### config.mk
export PLATFORM = sky130hd
export DESIGN_NAME = vector_display_controller_top
export DESIGN_NICKNAME = d
export VERILOG_FILES = /design/src/rtl/vdc_pkg.sv /design/src/rtl/vdc_core.sv /design/src/rtl/vector_display_controller_top.sv
export SDC_FILE = /design/constraint.sdc
export NUM_CORES = 1
export LEC_CHECK = 0
export BUFFER_PORTS_ARGS = -buffer_cell sky130_fd_sc_hd__buf_2
export CAP_MARGIN = 20
export CORE_UTILIZATION = 45
export DETAILED_ROUTE_END_ITERATION = 6
export HOLD_SLACK_MARGIN = 0.12
export SYNTH_ARGS = -nofsm -noshare
export SYNTH_HDL_FRONTEND = slang
export SYNTH_HIERARCHICAL = 1
export SYNTH_SLANG_ARGS = --single-unit
### constraint.sdc
create_clock -name clk -period 28.2 [get_ports clk]
set_input_delay 2.82 -clock clk [delete_from_list [all_inputs] [get_ports clk]]
set_output_delay 2.82 -clock clk [all_outputs]
set_load 0.02 [all_outputs]
### src/rtl/vdc_pkg.sv
package vdc_pkg;

	typedef enum logic [3:0] {
		ACT_RESET      = 4'd0,
		ACT_CONO_CLR   = 4'd1,
		ACT_CONO_SET   = 4'd2,
		ACT_DATAO_CLR  = 4'd3,
		ACT_DATAO_SET  = 4'd4,
		ACT_STATUS     = 4'd5,
		ACT_DATAI      = 4'd6,
		ACT_TICK       = 4'd7,
		ACT_PEN        = 4'd8
	} action_t;

	typedef enum logic [3:0] {
		SQ_IDLE  = 4'd0,
		SQ_SYNC  = 4'd1,
		SQ_LOAD  = 4'd2,
		SQ_DLY   = 4'd3,
		SQ_EXEC  = 4'd4,
		SQ_XYINT = 4'd5,
		SQ_SEQ   = 4'd6,
		SQ_READY = 4'd9
	} seq_t;

	localparam logic [2:0] M_PT    = 3'd0;
	localparam logic [2:0] M_XY    = 3'd1;
	localparam logic [2:0] M_CH    = 3'd3;
	localparam logic [2:0] M_VEC   = 3'd4;
	localparam logic [2:0] M_VCONT = 3'd5;
	localparam logic [2:0] M_INC   = 3'd6;

	typedef struct packed {
		logic stop;
		logic halt;
		logic move;
		logic find;
		logic lpf;
		logic lpen;
		logic rdy;
		logic hef;
		logic vef;
	} flags_t;

	typedef struct packed {
		logic [35:0] input_buffer;
		logic [1:0]  halves;
		logic [17:0] work_word;
		logic [19:0] shifted_points;
		logic [2:0]  draw_mode;
		logic [2:0]  brightness;
		logic [1:0]  step_scale;
		logic [6:0]  rate_counter;
		logic [6:0]  rate_add;
		logic [6:0]  rate_complement;
		logic [3:0]  sub_shift;
		logic [9:0]  beam_x;
		logic [9:0]  beam_y;
		flags_t      flags;
		seq_t        seq;
		logic [2:0]  level_data;
		logic [2:0]  level_special;
		logic [20:0] pen;
	} state_t;

	typedef struct packed {
		logic [35:0] read_data;
		logic        point_valid;
		logic [9:0]  point_x;
		logic [9:0]  point_y;
		logic [2:0]  point_level;
		logic [7:0]  data_request;
		logic [7:0]  special_request;
	} result_t;

endpackage

### src/rtl/vdc_core.sv
module vdc_core (
	input  vdc_pkg::state_t  cur,
	input  logic [3:0]       action,
	input  logic [35:0]      bus_data,
	input  logic [9:0]       pen_x,
	input  logic [9:0]       pen_y,
	input  logic             pen_down,
	output vdc_pkg::state_t  nxt,
	output vdc_pkg::result_t res
);

	vdc_pkg::state_t s;
	logic        pt_on;
	logic [9:0]  pt_x;
	logic [9:0]  pt_y;
	logic [2:0]  pt_l;
	logic        held;
	logic        r, l, u, d;
	logic        go_h, go_v;
	logic [6:0]  prev_cnt;
	logic [6:0]  chg;
	logic [6:0]  hit;
	logic [6:0]  big;
	logic [3:0]  nib;
	logic [10:0] amt;
	logic signed [11:0] v;
	logic        do_move;
	logic        dreq;
	logic        sreq;

	// pen hit test: is the pen within a squared distance of 4 of the current beam
	function automatic logic pen_hit(input logic [20:0] pen, input logic [9:0] bx,
			input logic [9:0] by);
		logic signed [10:0] ddx;
		logic signed [10:0] ddy;
		logic signed [21:0] ex;
		logic signed [21:0] ey;
		logic [21:0] sq;
		ddx = $signed({1'b0, pen[9:0]}) - $signed({1'b0, bx});
		ddy = $signed({1'b0, pen[19:10]}) - $signed({1'b0, by});
		ex = ddx;
		ey = ddy;
		sq = ex * ex + ey * ey;
		pen_hit = (sq <= 22'd4);
	endfunction

	always_comb begin
		s = cur;
		pt_on = 1'b0;
		pt_x = '0;
		pt_y = '0;
		pt_l = '0;
		held = 1'b0;
		r = 1'b0; l = 1'b0; u = 1'b0; d = 1'b0;
		go_h = 1'b0; go_v = 1'b0;
		prev_cnt = '0;
		chg = '0;
		hit = '0;
		big = '0;
		nib = '0;
		amt = '0;
		v = '0;
		do_move = 1'b0;
		res = '0;
		case (action)
			vdc_pkg::ACT_RESET: begin
				s.level_data = '0;
				s.level_special = '0;
				s.input_buffer = '0;
				s.halves = '0;
				s.flags.lpen = 1'b0; s.flags.find = 1'b0;
				s.flags.lpf = 1'b0; s.flags.stop = 1'b0;
				s.draw_mode = '0;
				s.seq = vdc_pkg::SQ_READY;
			end
			vdc_pkg::ACT_CONO_CLR: begin
				s.level_data = '0;
				s.level_special = '0;
			end
			vdc_pkg::ACT_CONO_SET: begin
				s.level_data = s.level_data | bus_data[2:0];
				s.level_special = s.level_special | bus_data[5:3];
				if (bus_data[6]) begin
					s.flags.lpen = 1'b0; s.flags.find = 1'b0;
					s.flags.lpf = 1'b0; s.flags.stop = 1'b0;
					s.draw_mode = '0;
					s.seq = vdc_pkg::SQ_READY;
				end else begin
					s.flags.lpen = 1'b0; s.flags.find = 1'b0; s.flags.lpf = 1'b0;
					if (s.draw_mode != vdc_pkg::M_CH) s.seq = vdc_pkg::SQ_SEQ;
				end
			end
			vdc_pkg::ACT_DATAO_CLR: begin
				s.input_buffer = '0;
				s.halves = '0;
			end
			vdc_pkg::ACT_DATAO_SET: begin
				s.input_buffer = s.input_buffer | bus_data;
				s.halves = 2'd2;
			end
			vdc_pkg::ACT_STATUS: begin
				res.read_data = 36'({s.draw_mode, 15'd0});
				res.read_data[11] = s.flags.vef;
				res.read_data[10] = s.flags.lpf;
				res.read_data[9] = s.flags.hef;
				res.read_data[8] = s.flags.stop & s.work_word[9];
				res.read_data[7] = (s.halves == 2'd0) & s.flags.rdy;
				res.read_data[5:3] = s.level_special;
				res.read_data[2:0] = s.level_data;
			end
			vdc_pkg::ACT_DATAI: begin
				res.read_data = {8'd0, s.beam_y, 8'd0, s.beam_x};
			end
			vdc_pkg::ACT_PEN: begin
				s.pen = {pen_down, pen_y, pen_x};
			end
			vdc_pkg::ACT_TICK: begin
				case (s.seq)
					vdc_pkg::SQ_IDLE: begin
						if (s.flags.rdy && s.halves != 2'd0) s.seq = vdc_pkg::SQ_SYNC;
					end
					vdc_pkg::SQ_SYNC: begin
						s.work_word = '0;
						s.rate_counter = '0;
						s.sub_shift = '0;
						s.flags.rdy = 1'b0; s.flags.halt = 1'b0; s.flags.move = 1'b0;
						s.flags.hef = 1'b0; s.flags.vef = 1'b0;
						s.seq = vdc_pkg::SQ_LOAD;
					end
					vdc_pkg::SQ_LOAD: begin
						if (s.flags.find && s.flags.lpen) s.flags.lpf = 1'b1;
						if (s.draw_mode == vdc_pkg::M_INC) s.sub_shift[3] = 1'b1;
						if (s.draw_mode == vdc_pkg::M_CH) s.sub_shift[2] = 1'b1;
						s.work_word = s.work_word | s.input_buffer[35:18];
						s.shifted_points = {2'd0, s.work_word};
						big = (s.work_word[14:8] > s.work_word[6:0]) ? s.work_word[14:8]
							: s.work_word[6:0];
						s.rate_add = big[6] ? 7'd1 : 7'd2;
						s.rate_complement = s.rate_add - 7'd1;
						s.input_buffer = {s.input_buffer[17:0], 18'd0};
						if (s.halves != 2'd0) s.halves = s.halves - 2'd1;
						s.seq = vdc_pkg::SQ_DLY;
					end
					vdc_pkg::SQ_DLY: begin
						if (s.flags.move && s.work_word[17]) begin
							if (s.pen[20] && s.flags.lpen && pen_hit(s.pen, s.beam_x, s.beam_y))
								s.flags.find = 1'b1;
							pt_on = 1'b1; pt_x = s.beam_x; pt_y = s.beam_y; pt_l = s.brightness;
						end
						s.seq = vdc_pkg::SQ_EXEC;
					end
					vdc_pkg::SQ_EXEC: begin
						s.seq = vdc_pkg::SQ_IDLE;
						case (s.draw_mode)
							vdc_pkg::M_PT: begin
								s.draw_mode = s.work_word[15:13];
								if (s.work_word[12]) s.flags.lpen = s.work_word[11];
								if (s.work_word[3]) s.brightness = s.work_word[2:0];
								if (s.work_word[6]) s.step_scale = s.work_word[5:4];
								if (s.work_word[10]) s.flags.stop = 1'b1;
								else s.seq = vdc_pkg::SQ_READY;
							end
							vdc_pkg::M_XY: begin
								if (!s.flags.lpf) begin
									s.draw_mode = s.work_word[15:13];
									if (s.work_word[12]) s.flags.lpen = s.work_word[11];
									if (s.work_word[17]) s.beam_y = s.work_word[9:0];
									else s.beam_x = s.work_word[9:0];
									s.seq = vdc_pkg::SQ_XYINT;
								end
							end
							vdc_pkg::M_CH: s.seq = vdc_pkg::SQ_READY;
							vdc_pkg::M_INC, vdc_pkg::M_VEC, vdc_pkg::M_VCONT: begin
								do_move = 1'b1;
								held = s.flags.halt;
								prev_cnt = s.rate_counter;
								s.rate_counter = (s.rate_counter + s.rate_add) ^ s.rate_complement;
								s.sub_shift = {1'b0, s.sub_shift[3:1]};
								s.shifted_points = {s.shifted_points[15:0], 4'd0};
								if (s.draw_mode == vdc_pkg::M_INC) begin
									nib = s.shifted_points[19:16];
									r = nib[3:2] == 2'b10;
									l = nib[3:2] == 2'b11;
									u = nib[1:0] == 2'b10;
									d = nib[1:0] == 2'b11;
								end else begin
									chg = s.rate_counter ^ prev_cnt;
									hit = ~prev_cnt & chg;
									for (int k = 0; k < 7; k++) begin
										if (hit[k] && s.work_word[6 - k]) go_h = 1'b1;
										if (hit[k] && s.work_word[14 - k]) go_v = 1'b1;
									end
									r = go_h & ~s.work_word[7];
									l = go_h & s.work_word[7];
									u = go_v & ~s.work_word[15];
									d = go_v & s.work_word[15];
								end
							end
							default: ;
						endcase
						if (do_move) begin
							amt = 11'd1 << s.step_scale;
							v = $signed({2'd0, s.beam_y});
							if (u) v = v + $signed({1'b0, amt});
							if (d) v = v - $signed({1'b0, amt});
							if (u || d) s.flags.move = 1'b1;
							if (v < 0 || v > 12'sd1023) s.flags.vef = 1'b1;
							s.beam_y = v[9:0];
							if (s.flags.find && s.flags.lpen) s.flags.lpf = 1'b1;
							v = $signed({2'd0, s.beam_x});
							if (r) v = v + $signed({1'b0, amt});
							if (l) v = v - $signed({1'b0, amt});
							if (r || l) s.flags.move = 1'b1;
							if (v < 0 || v > 12'sd1023) s.flags.hef = 1'b1;
							s.beam_x = v[9:0];
							if (s.draw_mode == vdc_pkg::M_INC && s.sub_shift[0]) s.flags.halt = 1'b1;
							if (held) begin
								if (s.work_word[17]) begin
									s.draw_mode = '0;
									s.flags.find = 1'b0;
								end
								s.seq = vdc_pkg::SQ_READY;
							end else begin
								s.seq = vdc_pkg::SQ_SEQ;
							end
						end
					end
					vdc_pkg::SQ_SEQ: begin
						s.seq = vdc_pkg::SQ_IDLE;
						if (s.draw_mode == vdc_pkg::M_VEC && s.rate_counter == 7'h7f)
							s.flags.halt = 1'b1;
						if (s.flags.hef || s.flags.vef) begin
							// mode is cleared and the sequencer goes idle, so continue mode never reaches ready
							s.draw_mode = '0;
							s.flags.find = 1'b0;
						end else if (!s.flags.rdy && !s.flags.lpf) begin
							s.seq = vdc_pkg::SQ_DLY;
						end
					end
					vdc_pkg::SQ_XYINT: begin
						if (s.work_word[10]) begin
							if (s.pen[20] && s.flags.lpen && pen_hit(s.pen, s.beam_x, s.beam_y))
								s.flags.find = 1'b1;
							pt_on = 1'b1; pt_x = s.beam_x; pt_y = s.beam_y; pt_l = s.brightness;
						end
						s.seq = vdc_pkg::SQ_READY;
					end
					vdc_pkg::SQ_READY: begin
						s.flags.rdy = 1'b1;
						s.flags.hef = 1'b0;
						s.flags.vef = 1'b0;
						s.seq = vdc_pkg::SQ_IDLE;
					end
					default: s.seq = vdc_pkg::SQ_IDLE;
				endcase
			end
			default: ;
		endcase
		dreq = (s.halves == 2'd0) && s.flags.rdy;
		sreq = s.flags.lpf || s.flags.hef || s.flags.vef || (s.flags.stop && s.work_word[9]);
		res.point_valid = pt_on;
		res.point_x = pt_x;
		res.point_y = pt_y;
		res.point_level = pt_l;
		res.data_request = dreq ? (8'h80 >> s.level_data) : 8'd0;
		res.special_request = sreq ? (8'h80 >> s.level_special) : 8'd0;
		nxt = s;
	end

endmodule

### src/rtl/vector_display_controller_top.sv
// Vector display controller. One word per cycle in, one result word per cycle
// out unless m_tready stalls it: each input word (bus access, pen update or
// sequencer tick) is registered, processed by one pass of combinational logic
// that updates the controller state, and its result lands in an output
// register. A new word is taken every cycle while the output register is empty
// or being drained. Character mode is not drawn: such a word is consumed and
// the block returns to ready-for-data.
module vector_display_controller_top (
	input  logic        clk,
	input  logic        arst_n,
	input  logic        s_tvalid,
	output logic        s_tready,
	// action[3:0], bus_data[39:4], pen_x[49:40], pen_y[59:50], pen_down[60]
	input  logic [63:0] s_tdata,
	output logic        m_tvalid,
	input  logic        m_tready,
	// read_data[35:0], point_valid[36], point_x[46:37], point_y[56:47],
	// point_level[59:57], data_request[67:60], special_request[75:68]
	output logic [79:0] m_tdata
);

	vdc_pkg::state_t  st_q;
	vdc_pkg::state_t  st_nxt;
	vdc_pkg::result_t res;
	logic [60:0]      in_s1;
	logic             vld_s1;
	logic             adv;

	// output register frees up whenever it is drained
	assign adv = vld_s1 && (!m_tvalid || m_tready);
	assign s_tready = !vld_s1 || adv;

	vdc_core u_core (
		.cur      (st_q),
		.action   (in_s1[3:0]),
		.bus_data (in_s1[39:4]),
		.pen_x    (in_s1[49:40]),
		.pen_y    (in_s1[59:50]),
		.pen_down (in_s1[60]),
		.nxt      (st_nxt),
		.res      (res)
	);

	always_ff @(posedge clk or negedge arst_n) begin
		if (!arst_n) begin
			vld_s1 <= 1'b0;
			m_tvalid <= 1'b0;
			st_q <= '{seq: vdc_pkg::SQ_READY, default: '0};
		end else begin
			if (s_tready) vld_s1 <= s_tvalid;
			if (adv) begin
				st_q <= st_nxt;
				m_tvalid <= 1'b1;
			end else if (m_tready) begin
				m_tvalid <= 1'b0;
			end
		end
	end

	always_ff @(posedge clk) begin
		if (s_tready && s_tvalid) in_s1 <= s_tdata[60:0];
		if (adv) m_tdata <= {4'd0, res.special_request, res.data_request, res.point_level,
			res.point_y, res.point_x, res.point_valid, res.read_data};
	end

endmodule

# Yosys cells after proc, flatten, opt, wreduce, memory -nomap -nowiden
# Cells that the tools add are included.
# totals
regBits	308
in_bits	68
# classes
add_sub_neg	10
mul	2
n_lt_le_gt_ge	6
eq_ne	50
shifts	3
mux	163
n_bitwise	16
n_reduce_logical	79
# op_table
cell	count
12-bit 2-to-1 mux	16
20-bit 2-to-1 mux	6
38-bit case mux with 3 select lines	1
1-bit 2-to-1 mux	73
10-bit 2-to-1 mux	6
28-bit case mux with 2 select lines	1
11-bit by 11-bit multiplier with 22-bit output	2
10-bit case mux with 2 select lines	2
20-bit case mux with 2 select lines	1
3-bit 2-to-1 mux	13
38-bit 2-to-1 mux	1
4-bit 2-to-1 mux	9
36-bit bitwise OR	1
18-bit case mux with 2 select lines	1
30-bit 2-to-1 mux	1
4-bit by 3-bit equality test with 1-bit output (second input constant)	7
4-bit case mux with 7 select lines	1
1-bit logical AND	27
5-bit AND reduction	5
10-bit by 11-bit adder with 12-bit output	2
12-bit by 11-bit > comparator with 1-bit output (second input constant)	2
12-bit by 1-bit < comparator with 1-bit output (second input constant)	2
3-bit case mux with 2 select lines	4
4-bit case mux with 3 select lines	2
other kinds (57)	143

# Depth between registers and ports, before layout
# Gate-level depths: netlist (run 1).
# logic_depth
depth_word	39
ltp_mapped	39
depth_no_buf	38

# Modules after synthesis
# The synthesis (run 1) kept the hierarchy.
# modules_own_cells
module	instances	cells_each	area_per_inst_um2	seq_area_each_um2
vdc_core	1	2009	15303.4	0.0
vector_display_controller_top	1	507	10954.3	8395.6

# Least setup slack after synthesis (run 1)
# OpenSTA, ideal clock, no wires.
# synth_path
kind	reg2reg
from	reg st_q[10] in the netlist's numbering
to	reg st_q[36] in the netlist's numbering
setup_ns	0.064
t_arrival_ns	8.857
t_required_ns	28.136
slack_ns	19.279
stages_incl_launch_ff	37
path_buffers	1
period_less_slack_ns	8.921
path_cell_list	dfrtp_1 > inv_1 > ha_1 > inv_1 > fa_1 > a21o_1 > a21oi_1 > o21ai_0 > a21oi_1 > o21bai_1 > a21oi_1 > o21ai_0 > clkbuf_1 > nor2_1 > xnor2_1 > ha_1 > inv_1 > fa_1 > inv_1 > fa_1 > fa_1 > inv_1 > fa_1 > inv_1 > fa_1 > fa_1 > ha_1 > nor4_1 > a21oi_1 > o41a_1 > a31oi_1 > o21ai_0 > o31a_1 > mux2i_1 > or3_1 > o21ai_0 > mux2_2
# synth_rtl
element	line_no	source
start, declared	vector_display_controller_top.sv:22	vdc_pkg::state_t st_q;
start signal, assigned	vector_display_controller_top.sv:52	st_q <= st_nxt;

==> results of run 1 <==
-- layer usage --
layer / up-vias / part of all wire (%) / wire (um)
met1: 9116 / 44 / 28900
met3: 85 / 7.1 / 4630
met5: - / 0 / 0
met2: 566 / 46 / 30200
li1: 8523 / - / -
met4: 0 / 2.2 / 1440
-- worst max-delay path, delay by kind of cell (launching register included) --
kind / cells / cell delay (ns)
and+or+nand+nor: 5 / 1.85
buffers and inverters: 6 / 0.90
adders and majority gates: 10 / 4.57
AOI/OAI and AO/OA: 11 / 2.28
muxes: 1 / 0.17
DFF: 1 / 0.52
-- registers in the layout (all words and copies together), names as in the netlist --
signal and cells:
st_q 161, m_tdata 76, in_s1 59, m_tvalid 1, vld_s1 1
-- area by class of cell --
| type | count | area (um2) |
|---|---|---|
| Tap cell | 756 | 946 |
| Antenna cell | 1 | 2.50 |
| Sequential cell | 298 | 8140 |
| Clock inverter | 20 | 176 |
| Multi-Input combinational cell | 1736 | 15800 |
| Fill cell | 5175 | 28300 |
| Clock buffer | 42 | 902 |
| Inverter | 345 | 1290 |
| Timing Repair Buffer | 176 | 990 |
-- stage by stage --
stage	area [um2]	worst slack, ns	utilization (%)	hold slack (ns)
2_1_floorplan	25800	19.28	-	0.449
3_5_place_dp	27200	17.87	48.1	0.500
6_report	28200	17.82	50.0	0.505
3_3_place_gp	27200	18.00	48.1	0.474
5_1_grt	28200	17.34	50.0	0.527
4_1_cts	28200	17.82	50.0	0.503
-- worst max-delay path by stage --
stage | startpoint | cells after the start | end | slack (ns)
after floorplan | st_q[10] | 36 | st_q[36] | 19.28
after global placement | st_q[40] | 35 | st_q[36] | 18.00
after detailed placement | st_q[40] | 35 | st_q[36] | 17.87
after CTS | st_q[40] | 35 | st_q[36] | 17.82
after global routing | st_q[40] | 35 | st_q[36] | 17.34
final | st_q[40] | 33 | st_q[36] | 17.82
==> results by group, run 1 <==
Floorplanning
  – Die height: 241 um
  – Die area: 58300 um2
  – Starting Density: 45.7%
  – Number of top-level pins: 150
  – Die X: 241 um
  – Core Box Area: 56500 um2
  – Site row count: 87

Drt
  – Total Routed Length: 65200 um
  – Avg WL per Cell: 19.3 um
  – Drt via density: 5.42
  – Total number of vias: 18.3k
  – DRC Markers: 0
  – Antenna Nets Post-Route: 0
  – Iteration-0 DRC Markers: 1112
  – First-pass iteration count of the detailed router: 5

GRT
  – Vias in the first global route: 18.7k
  – Gr usage total: 23.1%
  – Met2 GRT Util: 37.1%
  – Pin count of the biggest net entering global routing: 161
  – First-pass GRT wire length: 103000 um
  – Global Route met3 Usage: 4.99%
  – Congestion Overflow GR: 0
  – GR peak layer: met2
  – M1 GR Usage: 31.8%
  – Initial antenna violation count: 1

Worst hold path
  – Hold Crit Class: reg -> reg
  – Worst hold stages: 1
  – Hold_sp: vld_s1
  – WHS Endpoint: m_tvalid

Setup path
  – CP arrival: 10.86 ns
  – Worst endpoint required time: 28.68 ns
  – Start-to-end type of the worst setup path: reg -> reg
  – Worst-path fanout max: 13
  – CP max-delay cell: and2_1
  – R2r endpoint: st_q[36]
  – R2r setup slk: 17.82 ns
  – CP max stage delay: 0.73 ns
  – Type of origin of the critical path: flop
  – Crit end category: flop
  – Crit-path most repeated cell: fa_1
  – Worst R2R Path Depth: 33
  – R2r startpoint: st_q[40]

Placement
  – Placed cell count: 3311
  – Gpl congestion: 0.926
  – DP HPWL: 50200 um
  – IO buf count: 140

Clocking
  – Root buf cell: clkbuf_16
  – CTS tree: built
  – Max Root-Sink Buffers: 3
  – H-tree depth: 2
  – Clock Latency Late Sink: 0.55 ns
  – Setup Fix Bufs, Post-CTS: 0
  – Clock Pin Slew Worst Setup and Hold Paths: 0.06 ns
  – Post-CTS Hold Buffers: 0
  – CTS Buf Count: 34
  – CTS resizes: 0
  – CTS sink cnt: 298

Timing
  – Crit share post-route: 36.8%
  – Final min period: 10.38 ns
  – Clock Skews: 0.0222 ns
  – Final Hold Viols: 0
  – TNS Setup: 0 ns
  – Highest clock rate: 96.4 MHz
  – Worst slew pin tran: 1.11 ns
  – Slew Viols, Final: 0
  – RSZ-0062 raised after global routing: false
  – Setup-failing EPs final: 0
  – Rel. slew slack: 26.0%

Run status
  – Outcome: complete, no violations

Finish
  – Area delta synth->final: 9.48%
  – Commonest non-fill, non-tap cell in the layout: inv_1
  – Final Instance Count excl. Fillers: 3374
  – Most frequent cells in the layout: inv_1, fa_1, nor2_1
  – Share of cells above drive strength 1: 18.3%
  – # nets final: 3031

Synthesis
  – Syn_area_per_cell: 10.4 um2
  – Cells after synthesis: 2480
  – Synthesized area: 25800 um2
  – Synth warnings: 6

Job
  – Max Cap Viol: 0
Power of run 1 is left out: the tool's default activity adds up to more than one toggle a clock period on the data nets, which glitch-free logic cannot reach.
==> inputs of run 2 (changes only) <==
Clock period 28.2 ns to 9.6 ns, I/O delays scaled along.
==> run 2 against run 1 <==
Core utilization rose by 0.72 points. Via count rose by 1.5%. Die area did not move. Global-route usage rose by 0.39 points. Sequential share of layout area fell by 0.40 points. Routed wire length rose by 2.6%. Critical path depth fell by 2. Worst hold slack got worse by 0.18 ns.
==> results by group, run 2 (synthesis results as in run 1) <==
Floorplanning
  – Core Box Area: 56500 um2
  – Number of top-level pins: 150
  – Die height: 241 um
  – Die area: 58300 um2
  – Die X: 241 um
  – Starting Density: 45.7%
  – Site row count: 87

Setup path
  – Worst endpoint required time: 10.09 ns
  – Crit end category: flop
  – Type of origin of the critical path: flop
  – Crit-path most repeated cell: fa_1
  – CP max-delay cell: fa_2
  – CP max stage delay: 0.60 ns
  – Start-to-end type of the worst setup path: reg -> reg
  – CP arrival: 9.56 ns
  – Worst-path fanout max: 7

Finish
  – Final instance area: 28600 um2
  – Final core utilization: 50.7%
  – Commonest non-fill, non-tap cell in the layout: inv_1
  – Max reg flops: 161
  – Area delta synth->final: 11.1%
  – Top Registers: st_q x161, m_tdata x76, in_s1 x59
  – # fillers: 5110
  – Most frequent cells in the layout: inv_1, fa_1, nor2_1
  – # nets final: 3067
  – Most flop-heavy register: st_q
  – Share of cells above drive strength 1: 20.6%

Placement
  – IO buf count: 140
  – Placement Cell Area: 27300 um2
  – Gpl congestion: 0.976
  – DP HPWL: 51700 um

Drt
  – Total number of vias: 18.6k
  – First-pass iteration count of the detailed router: 6
  – Iteration-0 DRC Markers: 1271
  – DRC Markers: 0
  – Avg WL per Cell: 19.6 um
  – Total Routed Length: 66900 um
  – Antenna Nets Post-Route: 0
  – Drt via density: 5.45

Timing
  – TNS Setup: 0 ns
  – Setup-failing EPs final: 0
  – Highest clock rate: 110 MHz
  – Crit share post-route: 94.5%
  – Final Hold Viols: 0
  – Rel. slew slack: 29.6%
  – RSZ-0062 raised after global routing: false
  – Slew Viols, Final: 0
  – Clock Skews: 0.0225 ns
  – Worst slew pin tran: 1.05 ns
  – Final min period: 9.07 ns

Run status
  – Outcome: complete, no violations

GRT
  – Vias in the first global route: 18.9k
  – Congestion Overflow GR: 0
  – Gr usage total: 23.5%
  – Initial antenna violation count: 1
  – Pin count of the biggest net entering global routing: 75
  – First-pass GRT wire length: 105000 um

Clocking
  – CTS Buf Count: 35
  – Root buf cell: clkbuf_16
  – CTS sink cnt: 298
  – Clock Pin Slew Worst Setup and Hold Paths: 0.06 ns
  – Clock Latency Late Sink: 0.55 ns
  – Post-CTS Hold Buffers: 0
  – CTS tree: built
  – Max Root-Sink Buffers: 3
  – H-tree depth: 2

Worst hold path
  – Hold Crit Class: in -> async

Job
  – Max Cap Viol: 0
run 2: cell types whose count changed in the layout (fill, tap and decap cells not counted), moves of 4 or more:
cell and change:
clkinv_1 -5, clkinv_2 +5, inv_2 +5, fa_2 +5, fa_1 -5, inv_1 -5, o21ai_0 -6, buf_4 +34
o21ai_1 +5, a21boi_0 -4
run 2: through the flow:
stage / worst slack, ns / instances / hold WS (ns)
finish: 0.529 / 3411 / 0.328
global placement: 0.112 / 3336 / 0.477
CTS: 0.0356 / 3400 / 0.318
detailed placement: -0.167 / 3336 / 0.492
global route: 0.00320 / 3410 / 0.334
floorplan: 0.679 / 2493 / 0.449
run 2: worst max-delay path: cells and delay by family (launching register included):
family | cells | cell delay, ns
AO/OA/AOI/OAI | 9 | 1.80
XOR/XNOR | 1 | 0.19
adder cells (fa/ha/maj) | 9 | 4.22
buffers and inverters | 4 | 0.42
flip-flops | 1 | 0.46
multiplexers | 1 | 0.17
AND/OR/NAND/NOR | 7 | 1.75
run 2: final timing paths:
check                           endpoint  slack (ns)  cells after the start  startpoint
worst max register to register  st_q[36]        0.53                     31    st_q[51]
worst min-delay path            st_q[86]        0.33                      1      arst_n
worst max-delay path            st_q[36]        0.53                     31    st_q[51]
min in group clk                m_tvalid        0.49                      1      vld_s1
worst min register to register  m_tvalid        0.49                      1      vld_s1
max in group asynchronous       st_q[20]        7.24                      3      arst_n
run 2: area by class of cell:
cell class | instances | area [um2] | area share, %
Clock inverter | 20 | 174 | 0.607
Antenna cell | 1 | 2.50 | 0.00874
Sequential cell | 298 | 8140 | 28.4
Multi-Input combinational cell | 1737 | 15900 | 55.5
Tap cell | 756 | 946 | 3.30
Clock buffer | 44 | 951 | 3.32
Timing Repair Buffer | 210 | 1240 | 4.32
Inverter | 345 | 1290 | 4.52
run 2: routing by layer:
metal	part of all wire [%]	track usage, %
met1	46	33.7
met2	46	37.4
met3	5.9	3.05
met4	2.5	6.58
met5	0	0
run 2: repair_timing:
item                                    CTS  global route
pin swaps                                 0            10
gates cloned                              0             1
gates resized for setup                   3            39
endpoints found under the setup margin    1             1
setup buffers                             0             9
Power of run 2 is left out for the same reason.
==> inputs of run 3 (changes only) <==
Settings changed: ABC_AREA set to 1.
==> run 3 against run 2 <==
Core utilization down 0.058 points. Register-to-register slack better by 0.09 ns. Via count up 14%. Critical endpoint unchanged.
==> results by group, run 3 <==
Drt
  – Total Routed Length: 73700 um
  – Antenna Nets Post-Route: 0
  – Total number of vias: 21.2k
  – DRC Markers: 0
  – Iteration-0 DRC Markers: 1562
  – First-pass iteration count of the detailed router: 6
  – Avg WL per Cell: 18.3 um
  – Drt via density: 5.27

Run status
  – Outcome: complete, no violations

Worst hold path
  – Hold Crit Class: in -> async

Clocking
  – Clock Pin Slew Worst Setup and Hold Paths: 0.06 ns
  – CTS sink cnt: 298
  – Max Root-Sink Buffers: 3
  – Post-CTS Hold Buffers: 0
  – Root buf cell: clkbuf_16
  – H-tree depth: 2
  – CTS tree: built
  – Clock Latency Late Sink: 0.59 ns
  – CTS Buf Count: 36

Setup path
  – CP max-delay cell: fa_1
  – Crit-path most repeated cell: inv_1
  – Start-to-end type of the worst setup path: reg -> reg
  – Worst endpoint required time: 10.07 ns
  – R2r endpoint: st_q[36]
  – R2r startpoint: st_q[0]
  – Worst-path fanout max: 8
  – R2r setup slk: 0.62 ns
  – Worst R2R Path Depth: 44
  – Type of origin of the critical path: flop
  – CP arrival: 9.46 ns
  – CP max stage delay: 0.59 ns
  – Crit end category: flop

Finish
  – Final instance area: 28700 um2
  – Max reg flops: 161
  – # nets final: 3676
  – Antenna Cells: 0
  – Area delta synth->final: 10.9%
  – Commonest non-fill, non-tap cell in the layout: nand2_1
  – Most flop-heavy register: st_q
  – Top Registers: st_q x161, m_tdata x76, in_s1 x59
  – Share of cells above drive strength 1: 11.6%
  – Most frequent cells in the layout: nand2_1, inv_1, nor2_1

Synthesis
  – Syn_area_per_cell: 8.31 um2
  – Synth warnings: 6
  – Cells after synthesis: 3111
  – Synthesized area: 25900 um2

Timing
  – Crit share post-route: 93.6%
  – RSZ-0062 raised after global routing: false
  – Highest clock rate: 111 MHz
  – Final min period: 8.98 ns
  – Final Hold Viols: 0
  – Slew Viols, Final: 0
  – Setup-failing EPs final: 0
  – Clock Skews: 0.0408 ns
  – TNS Setup: 0 ns
  – Worst slew pin tran: 1.13 ns
  – Rel. slew slack: 24.2%

Placement
  – IO buf count: 140
  – Placement Cell Area: 27400 um2
  – DP HPWL: 56200 um
  – Gpl congestion: 0.923

Floorplanning
  – Starting Density: 45.7%
  – Die X: 242 um
  – Core Box Area: 56600 um2
  – Die area: 58400 um2
  – Site row count: 87
  – Number of top-level pins: 150
  – Die height: 242 um

GRT
  – Initial antenna violation count: 1
  – Vias in the first global route: 21.5k
  – Congestion Overflow GR: 0
  – Pin count of the biggest net entering global routing: 108
  – First-pass GRT wire length: 119000 um
  – Gr usage total: 25.8%

Job
  – Max Cap Viol: 0
[run 3: area by class of cell]
cell class                      count  area [um2]
Fill cell                        5421       27900
Clock buffer                       44         972
Clock inverter                     22         263
Inverter                          591        2230
Sequential cell                   298        8140
Timing Repair Buffer              192        1120
Tap cell                          756         946
Multi-Input combinational cell   2117       15000
[run 3: metal layers]
layer	wire length [um]	global-route usage, %	vias to the layer above
met4	3030	9.92	0
li1	-	-	10100
met3	3430	2.71	150
met1	30800	33.3	10300
met5	0	0	-
met2	36400	44.4	663
[run 3: worst max path at each step]
| stage | start | end | cells past startpoint |
|---|---|---|---|
| 2_1_floorplan | st_q[10] | st_q[36] | 37 |
| 4_1_cts | st_q[0] | st_q[36] | 44 |
| 3_3_place_gp | st_q[50] | st_q[36] | 43 |
| 5_1_grt | st_q[0] | st_q[36] | 44 |
| 3_5_place_dp | st_q[0] | st_q[36] | 44 |
| 6_report | st_q[0] | st_q[36] | 44 |
[run 3: what timing repair did]
action                     4_1_cts  5_1_grt
setup endpoints to repair        0        1
gates resized for setup          0       15
setup buffers                    0        1
[run 3: worst max-delay path, delay by kind of cell, from the launching register on]
| family | cells | cell delay, ns |
|---|---|---|
| AOI/OAI and AO/OA | 4 | 0.62 |
| xor gates and xnor gates | 1 | 0.33 |
| adders and majority gates | 10 | 4.66 |
| buffers and inverters | 12 | 1.10 |
| DFF | 1 | 0.34 |
| and+or+nand+nor | 17 | 1.84 |
[run 3: per-stage QoR]
step	utilization [%]	std cells	hold WS (ns)	setup WS, ns
final	50.6	4020	0.233	0.616
after global routing	50.6	4020	0.230	0.0344
after CTS	50.5	4018	0.472	0.364
after detailed placement	48.3	3952	0.458	0.363
after global placement	48.3	3952	0.453	0.364
after floorplan	-	3124	0.442	0.853
Power of run 3 is left out for the same reason.
